## src/design/msort_pkg.sv

```systemverilog
// Shared constants, state and command encodings, and status type for the merge-insertion sorter.
`timescale 1ns / 1ps
package msort_pkg;

  localparam int MAX_ITEMS  = 64;
  localparam int VAL_W      = 31;
  localparam int HALF_ITEMS = MAX_ITEMS / 2;
  localparam int CNT_W      = $clog2(MAX_ITEMS + 1);
  localparam int ADDR_W     = $clog2(MAX_ITEMS);
  localparam int PCNT_W     = $clog2(HALF_ITEMS + 1);
  localparam int PADDR_W    = (HALF_ITEMS > 1) ? $clog2(HALF_ITEMS) : 1;
  localparam int JAC_W      = CNT_W + 1;

  typedef enum logic [4:0] {
    S_LOAD,
    S_STRAG_RD,
    S_STRAG_CAP,
    S_PAIR_RD,
    S_PAIR_CMP,
    S_PSORT_RD,
    S_PSORT_CMP,
    S_PSORT_WR,
    S_CHAIN_RD,
    S_CHAIN_WR,
    S_CHAIN_W0,
    S_JAC,
    S_PEND_RD,
    S_PEND_CAP,
    S_SRCH,
    S_SRCH_CMP,
    S_SHIFT,
    S_SHIFT_WR,
    S_NEXT,
    S_OUT_RD,
    S_OUT_CAP,
    S_OUT_WAIT
  } state_t;

  typedef enum logic [4:0] {
    OP_NONE,
    OP_LOAD,
    OP_STRAG_RD,
    OP_STRAG_CAP,
    OP_PAIR_RD,
    OP_PAIR_CMP,
    OP_PSORT_RD,
    OP_PSORT_MOVE,
    OP_PSORT_WR,
    OP_CHAIN_RD,
    OP_CHAIN_WR,
    OP_CHAIN_W0,
    OP_JAC_PEND,
    OP_JAC_STRAG,
    OP_PEND_RD,
    OP_PEND_CAP,
    OP_SRCH_RD,
    OP_SRCH_CMP,
    OP_SHIFT_RD,
    OP_SHIFT_WR,
    OP_PLACE,
    OP_PEND_NEXT,
    OP_JAC_STEP,
    OP_OUT_START,
    OP_OUT_RD,
    OP_OUT_CAP,
    OP_OUT_TAKE
  } op_t;

  typedef struct packed {
    logic has_pairs;
    logic np_one;
    logic i_zero;
    logic i_last;
    logic j_one;
    logic big_gt;
    logic jac_more;
    logic has_strag;
    logic pend_more;
    logic ins_strag;
    logic srch_open;
    logic shift_more;
    logic out_final;
  } sts_t;

endpackage

```

## src/design/msort_ctrl.sv

```systemverilog
// Controller state machine that sequences loading, pair sorting, insertion and readout.
`timescale 1ns / 1ps
module msort_ctrl (
  input  logic             clk,
  input  logic             rst,
  input  logic             item_valid,
  input  logic             last,
  input  logic             result_stall,
  input  msort_pkg::sts_t  sts,
  output msort_pkg::op_t   op,
  output logic             item_stall
);

  msort_pkg::state_t state;
  msort_pkg::state_t state_next;

  always_ff @(posedge clk) begin
    if (rst) begin
      state <= msort_pkg::S_LOAD;
    end else begin
      state <= state_next;
    end
  end

  always_comb begin
    state_next = state;
    op         = msort_pkg::OP_NONE;
    item_stall = 1'b1;
    case (state)
      msort_pkg::S_LOAD: begin
        item_stall = 1'b0;
        if (item_valid) begin
          op = msort_pkg::OP_LOAD;
          if (last) begin
            state_next = msort_pkg::S_STRAG_RD;
          end
        end
      end
      msort_pkg::S_STRAG_RD: begin
        op         = msort_pkg::OP_STRAG_RD;
        state_next = msort_pkg::S_STRAG_CAP;
      end
      msort_pkg::S_STRAG_CAP: begin
        op         = msort_pkg::OP_STRAG_CAP;
        state_next = sts.has_pairs ? msort_pkg::S_PAIR_RD : msort_pkg::S_JAC;
      end
      msort_pkg::S_PAIR_RD: begin
        op         = msort_pkg::OP_PAIR_RD;
        state_next = msort_pkg::S_PAIR_CMP;
      end
      msort_pkg::S_PAIR_CMP: begin
        op         = msort_pkg::OP_PAIR_CMP;
        state_next = sts.i_zero ? msort_pkg::S_PSORT_WR : msort_pkg::S_PSORT_RD;
      end
      msort_pkg::S_PSORT_RD: begin
        op         = msort_pkg::OP_PSORT_RD;
        state_next = msort_pkg::S_PSORT_CMP;
      end
      msort_pkg::S_PSORT_CMP: begin
        if (sts.big_gt) begin
          op         = msort_pkg::OP_PSORT_MOVE;
          state_next = sts.j_one ? msort_pkg::S_PSORT_WR : msort_pkg::S_PSORT_RD;
        end else begin
          state_next = msort_pkg::S_PSORT_WR;
        end
      end
      msort_pkg::S_PSORT_WR: begin
        op         = msort_pkg::OP_PSORT_WR;
        state_next = sts.i_last ? msort_pkg::S_CHAIN_RD : msort_pkg::S_PAIR_RD;
      end
      msort_pkg::S_CHAIN_RD: begin
        op         = msort_pkg::OP_CHAIN_RD;
        state_next = msort_pkg::S_CHAIN_WR;
      end
      msort_pkg::S_CHAIN_WR: begin
        op = msort_pkg::OP_CHAIN_WR;
        if (sts.i_zero) begin
          state_next = msort_pkg::S_CHAIN_W0;
        end else if (sts.i_last) begin
          state_next = msort_pkg::S_JAC;
        end else begin
          state_next = msort_pkg::S_CHAIN_RD;
        end
      end
      msort_pkg::S_CHAIN_W0: begin
        op         = msort_pkg::OP_CHAIN_W0;
        state_next = sts.np_one ? msort_pkg::S_JAC : msort_pkg::S_CHAIN_RD;
      end
      msort_pkg::S_JAC: begin
        if (sts.jac_more) begin
          op         = msort_pkg::OP_JAC_PEND;
          state_next = msort_pkg::S_PEND_RD;
        end else if (sts.has_strag) begin
          op         = msort_pkg::OP_JAC_STRAG;
          state_next = msort_pkg::S_SRCH;
        end else begin
          op         = msort_pkg::OP_OUT_START;
          state_next = msort_pkg::S_OUT_RD;
        end
      end
      msort_pkg::S_PEND_RD: begin
        op         = msort_pkg::OP_PEND_RD;
        state_next = msort_pkg::S_PEND_CAP;
      end
      msort_pkg::S_PEND_CAP: begin
        op         = msort_pkg::OP_PEND_CAP;
        state_next = msort_pkg::S_SRCH;
      end
      msort_pkg::S_SRCH: begin
        if (sts.srch_open) begin
          op         = msort_pkg::OP_SRCH_RD;
          state_next = msort_pkg::S_SRCH_CMP;
        end else begin
          state_next = msort_pkg::S_SHIFT;
        end
      end
      msort_pkg::S_SRCH_CMP: begin
        op         = msort_pkg::OP_SRCH_CMP;
        state_next = msort_pkg::S_SRCH;
      end
      msort_pkg::S_SHIFT: begin
        if (sts.shift_more) begin
          op         = msort_pkg::OP_SHIFT_RD;
          state_next = msort_pkg::S_SHIFT_WR;
        end else begin
          op         = msort_pkg::OP_PLACE;
          state_next = msort_pkg::S_NEXT;
        end
      end
      msort_pkg::S_SHIFT_WR: begin
        op         = msort_pkg::OP_SHIFT_WR;
        state_next = msort_pkg::S_SHIFT;
      end
      msort_pkg::S_NEXT: begin
        if (sts.ins_strag) begin
          op         = msort_pkg::OP_OUT_START;
          state_next = msort_pkg::S_OUT_RD;
        end else if (sts.pend_more) begin
          op         = msort_pkg::OP_PEND_NEXT;
          state_next = msort_pkg::S_PEND_RD;
        end else begin
          op         = msort_pkg::OP_JAC_STEP;
          state_next = msort_pkg::S_JAC;
        end
      end
      msort_pkg::S_OUT_RD: begin
        op         = msort_pkg::OP_OUT_RD;
        state_next = msort_pkg::S_OUT_CAP;
      end
      msort_pkg::S_OUT_CAP: begin
        op         = msort_pkg::OP_OUT_CAP;
        state_next = msort_pkg::S_OUT_WAIT;
      end
      msort_pkg::S_OUT_WAIT: begin
        if (!result_stall) begin
          op         = msort_pkg::OP_OUT_TAKE;
          state_next = sts.out_final ? msort_pkg::S_LOAD : msort_pkg::S_OUT_RD;
        end
      end
      default: begin
        state_next = msort_pkg::S_LOAD;
      end
    endcase
  end

endmodule

```

## config.mk

```make
export PLATFORM = sky130hd
export DESIGN_NAME = msort_ctrl
export DESIGN_NICKNAME = d
export VERILOG_FILES = /design/src/design/msort_pkg.sv /design/src/design/msort_ctrl.sv
export SDC_FILE = /design/constraint.sdc
export NUM_CORES = 1
export LEC_CHECK = 0
export ABC_CLOCK_PERIOD_IN_PS = 2000
export BUFFER_PORTS_ARGS = -buffer_cell sky130_fd_sc_hd__clkbuf_2
export CAP_MARGIN = 10
export CORE_ASPECT_RATIO = 1.75
export CORE_UTILIZATION = 35
export CTS_BUF_LIST = sky130_fd_sc_hd__clkbuf_2 sky130_fd_sc_hd__clkbuf_4 sky130_fd_sc_hd__clkbuf_8
export DETAILED_ROUTE_END_ITERATION = 8
export GPL_TIMING_DRIVEN = 0
export PLACE_DENSITY = 0.54
export SETUP_SLACK_MARGIN = 0.05
export SKIP_CTS_REPAIR_TIMING = 1
export SLEW_MARGIN = 20
export SYNTH_ARGS = -nofsm -noshare
export SYNTH_HDL_FRONTEND = slang
export SYNTH_SLANG_ARGS = --single-unit
```

## constraint.sdc

```tcl
create_clock -name clk -period 2 [get_ports clk]
set_input_delay 0.2 -clock clk [delete_from_list [all_inputs] [get_ports clk]]
set_output_delay 0.2 -clock clk [all_outputs]
set_load 0.005 [all_outputs]
```

==> impl_metrics.yaml, run 1 <==
hold_path:
  min_path_type: "in2reg"
sta:
  finalHoldViolations: 0
  achievable-frequency_mhz: 488
  rsz0062_at_grt: "true"
  clock_skew_ps: 0.735
  setup_ws_ps: -49.0
  relSlewSlack_pct: 72.4
  timing.final.crit_period_ps: 2050
  setup_violations: 1
  finalCritPeriodShare_pct: 102
  drv_slew: 0
  worstMarginPinSlew_ps: 414
final_layout:
  areaGrowthSynthToFinish_pct: 32.9
  largest-register: "state"
  final_nets: 188
  antenna_cells: 0
  largest_reg_flops: 5
  final_area_um2: 1160
  largestRegisters: "state (5)"
  drive_gt1_share_pct: 33.1
worst_setup_path:
  crit_slowest_cell: "or4b_4"
  path_max_fanout: 4
  crit_chain: "and2b_2 -> or3b_4 -> nor3_4 -> a21oi_2 -> or4b_4 -> buf_6"
  critPathArrivalTime_ps: 1850
  start_kind: "register"
  cp_data_required_time_ps: 1800
  crit_type: "reg2out"
  slowest_delay_ps: 480
  critPathCaptureType: "output port"
cts:
  cts_max_path_buffers: 2
  cts_buffers: 3
  clk_pin_slew_ps: 30
  cts_root_buf: "clkbuf_8"
  cts_sinks: 5
  clk_latency_ps: 220
  tritoncts: "built"
  h-tree-depth: 1
place:
  routabilityCongestion: 0.946
  place_hpwl_um: 2480
  dpl_cell_area_um2: 1020
  preCtsSetupSlack_ps: 94.3
  io_buffers: 23
yosys:
  postSynthCellCount: 138
  synth_edf_count: 0
  synth_area_per_cell_um2: 6.34
  synth_flop_cell: "dfxtp_1"
  synth-seq-cells: 5
  synth_area_um2: 875
  yosysTopAreaCell: "dfxtp_1"
  synthTopCellsByArea: "dfxtp_1, a21oi_1, nor2b_1, nor2_1, o21ai_0"
  ys_seq_area_share_pct: 11.4
  synth_top_area_share_pct: 11.4
  synth_cell_types: 44
  synth-async-reset-ratio_pct: 0
  ys_warn_count: 0
  synth_nets: 156
route:
  dr.pass1.iters: 4
  top_layer_used: "met4"
  ant_nets: 0
  wl_per_cell_um: 16.5
  drt_wl_total_um: 3210
  drc_errors: 0
  vias: 1212
  vias_per_cell: 6.25
  wl_met2_um: 1720
  met3_length_um: 174
  wirelength_met1_um: 1230
  drt_iter0_drc: 51
global_route:
  track_usage_pct: 26.7
  antenna_found_initial: 0
  grt_pass1_vias: 1062
  grt_pass1_wl_um: 5020
  gr-total-overflow: 0
  grt_start_max_net_pins: 11
floorplanning:
  rows: 23
  start_util_pct: 37.5
  coreArea_um2: 2330
  dieArea_um2: 2710
  die_x_um: 39.8
  fp.dieH_um: 68.1
  io_pins: 24
power:
  power.density_nw_per_um2: 450
  ir_drop_mv: 0.392
  power.leakage_uw: 0.000502
job:
  maxCapViolCount: 0
status:
  violations: "setup timing"
  run_status: "finished, violations left"
path summary, 6_finish.rpt:
kind	startpoint	cells past startpoint	slack, ps	to
max	state[4]	6	-50	op[1]
min reg2reg	state[1]	4	690	state[4]
min	rst	2	190	state[2]
max reg2reg	state[4]	6	290	state[4]
metrics by stage:
stage	hold WS, ps	setup TNS [ps]	instances	util (%)	power (µW)
floorplan	267	0	138	-	229
detailed placement	418	0	186	43.8	303
finish	192	-49.0	194	49.9	523
global route	196	-68.6	194	49.9	561
CTS	189	-243	190	45.9	502
global placement	416	0	186	43.8	303
layout make-up:
cell class | instances | area (µm²)
fill | 252 | 1170
multi-input combinational | 117 | 727
timing repair buffer | 27 | 151
sequential | 5 | 104
buffer | 12 | 85.1
clock buffer | 4 | 48.8
tap | 25 | 31.3
inverter | 4 | 15.0
cell usage in the layout, fill, tap and decap left out, types with 4 or more instances in the layout:
master and n:
buf_4 5, nand2_1 13, nor2b_1 8, o21ai_0 9, inv_1 4, a21oi_1 13, nand3_1 5, clkbuf_4 8
nand2b_1 6, clkbuf_2 23, nor2_1 12
critical path, delay by kind of cell, from the launching register on:
family	cells	cell delay [ps]
buffers and inverters	1	130
AND/OR/NAND/NOR	4	1030
flip-flops	1	340
AO/OA/AOI/OAI	1	130
layer usage:
layer	up-vias	global-route usage, %
li1	576	-
met4	0	16.4
met5	-	0
met3	11	3.57
met1	571	30.6
met2	54	44.5
kinds of logic (layout without fill, tap and decap cells):
logic type      Yosys count  in the layout  synth area share (%)
flops                     5              5                  11.4
simple gates             67             67                  42.5
buf+inv                  16             47                  8.15
compound gates           49             49                  36.6
mux                       1              1                  1.29
report_power, final:
group	internal, µW	switching [µW]	total [µW]
registers	107	8.42	116
clock network	150	43.4	193
logic	96.0	118	214
total	353	170	523
synth_stat cells, types with 2 or more instances:
master / number
a211oi_1: 3
a21o_1: 3
a21oi_1: 14
a311oi_1: 2
a31oi_1: 3
a32oi_1: 2
buf_2: 9
clkbuf_1: 2
dfxtp_1: 5
inv_1: 4
nand2_1: 13
nand2b_1: 6
nand3_1: 5
nand3b_1: 2
nor2_1: 14
nor2b_1: 9
nor3_1: 2
nor3b_1: 2
o2111ai_1: 2
o21ai_0: 10
o2bb2ai_1: 2
or3b_1: 2
(Power assumes the default switching activity.)
==> run 2, diff against run 1 <==
--- a/config.mk
+++ b/config.mk
@@ -11,8 +11,10 @@
 export CORE_ASPECT_RATIO = 1.75
 export CORE_UTILIZATION = 35
 export CTS_BUF_LIST = sky130_fd_sc_hd__clkbuf_2 sky130_fd_sc_hd__clkbuf_4 sky130_fd_sc_hd__clkbuf_8
+export CTS_CLUSTER_SIZE = 30
 export DETAILED_ROUTE_END_ITERATION = 8
 export GPL_TIMING_DRIVEN = 0
+export MAX_ROUTING_LAYER = met4
 export PLACE_DENSITY = 0.54
 export SETUP_SLACK_MARGIN = 0.05
 export SKIP_CTS_REPAIR_TIMING = 1
==> impl_metrics.yaml, run 2 (synthesized netlist as in run 1, its figures left out) <==
cts:
  cts_sinks: 5
  clk_pin_slew_ps: 30
  clk_latency_ps: 220
  tritoncts: "built"
  cts_max_path_buffers: 2
  h-tree-depth: 1
  cts_buffers: 3
  cts_root_buf: "clkbuf_8"
place:
  io_buffers: 23
  dp.cells: 186
  routabilityCongestion: 0.948
  place_hpwl_um: 2440
sta:
  finalCritPeriodShare_pct: 103
  relSlewSlack_pct: 73.0
  rsz0062_at_grt: "true"
  achievable-frequency_mhz: 486
  clock_skew_ps: 0.212
  drv_slew: 0
  finalHoldViolations: 0
  setup_violations: 1
  timing.final.crit_period_ps: 2060
  setup_ws_ps: -57.7
  worstMarginPinSlew_ps: 405
global_route:
  grt_pass1_vias: 1141
  grt_pass1_wl_um: 5200
  antenna_found_initial: 0
  track_usage_pct: 27.9
  grt_start_max_net_pins: 11
  gr-total-overflow: 0
final_layout:
  final_common_cell: "clkbuf_2"
  final_cell_mix: "clkbuf_2, nand2_1, a21oi_1"
  fillers: 250
  drive_gt1_share_pct: 30.1
  largest-register: "state"
  fin_cells: 191
  largest_reg_flops: 5
  final_nets: 185
  areaGrowthSynthToFinish_pct: 27.8
  antenna_cells: 0
  largestRegisters: "state (5)"
hold_path:
  min_path_type: "in2reg"
  min_from: "rst"
  holdPathEnd: "state[2]"
  hold_depth: 2
status:
  run_status: "finished, violations left"
  violations: "setup timing"
worst_setup_path:
  slowest_delay_ps: 530
  path_max_fanout: 10
  crit_type: "reg2out"
  r2r-start: "state[0]"
  critPathCaptureType: "output port"
  rr_endpoint: "state[1]"
  start_kind: "register"
  cp_data_required_time_ps: 1800
  critPathArrivalTime_ps: 1860
  r2r_slack_ps: 330
  crit_chain: "clkbuf_4 -> nor2b_1 -> a32oi_1 -> nor2_1 -> or4b_1 -> clkbuf_2"
  ff2ff_path_depth: 6
  crit_slowest_cell: "or4b_1"
job:
  maxCapViolCount: 0
power:
  power.density_nw_per_um2: 460
  power_uw: 514
  power.leakage_uw: 0.000485
  ir_drop_mv: 0.356
route:
  drt_wl_total_um: 3210
  wl_per_cell_um: 16.8
  dr.pass1.iters: 4
  drt_iter0_drc: 61
  vias_per_cell: 6.36
  ant_nets: 0
  drc_errors: 0
  vias: 1215
floorplanning:
  die_x_um: 39.8
  io_pins: 24
  start_util_pct: 37.5
  dieArea_um2: 2710
  rows: 23
  fp.dieH_um: 68.1
  coreArea_um2: 2330
## run 2: how the worst max path moves through the flow
| stage | startpoint | end | slack (ps) | depth (start not counted) |
|---|---|---|---|---|
| detailed placement | state[4] | op[1] | 120 | 6 |
| floorplan | state[2] | op[1] | 450 | 5 |
| CTS | state[4] | op[1] | -110 | 6 |
| global route | state[4] | op[1] | -90 | 6 |
| finish | state[4] | op[1] | -60 | 6 |
| global placement | state[1] | op[1] | 120 | 6 |
## run 2: through the flow
step           area, µm²  hold slack [ps]  TNS, ps  utilization [%]  worst slack, ps
3_3_place_gp        1020              417        0             43.8              120
3_5_place_dp        1020              423        0             43.8              124
6_report            1120              184    -57.7             47.9            -57.7
4_1_cts             1070              194     -235             45.9             -111
5_1_grt             1120              208     -137             47.9            -91.3
2_1_floorplan        875              267        0                -              455
## run 2: power breakdown
group	total [µW]	internal [µW]	switching, µW
combinational	203	84.9	118
sequential	115	107	8.21
clock	196	150	46.1
## run 2: worst max-delay path, delay by kind of cell, from the launching register on
family                 cells  cell delay [ps]
AOI/OAI and AO/OA          1              220
buffers and inverters      2              350
DFF                        1              350
and+or+nand+nor            3              710
## run 2: layout make-up
type	count	area (µm²)	area share, %
multi-input combinational	117	721	64.5
tap	25	31.3	2.80
timing repair buffer	24	123	11.0
inverter	4	15.0	1.34
clock buffer	4	48.8	4.37
buffer	12	76.3	6.83
sequential	5	103	9.18
## run 2: layer usage
layer	GRT usage (%)	share of wire, %
met1	32.8	38
met2	47.3	53
met3	1.30	6.0
met4	11.6	3.0
met5	-	0
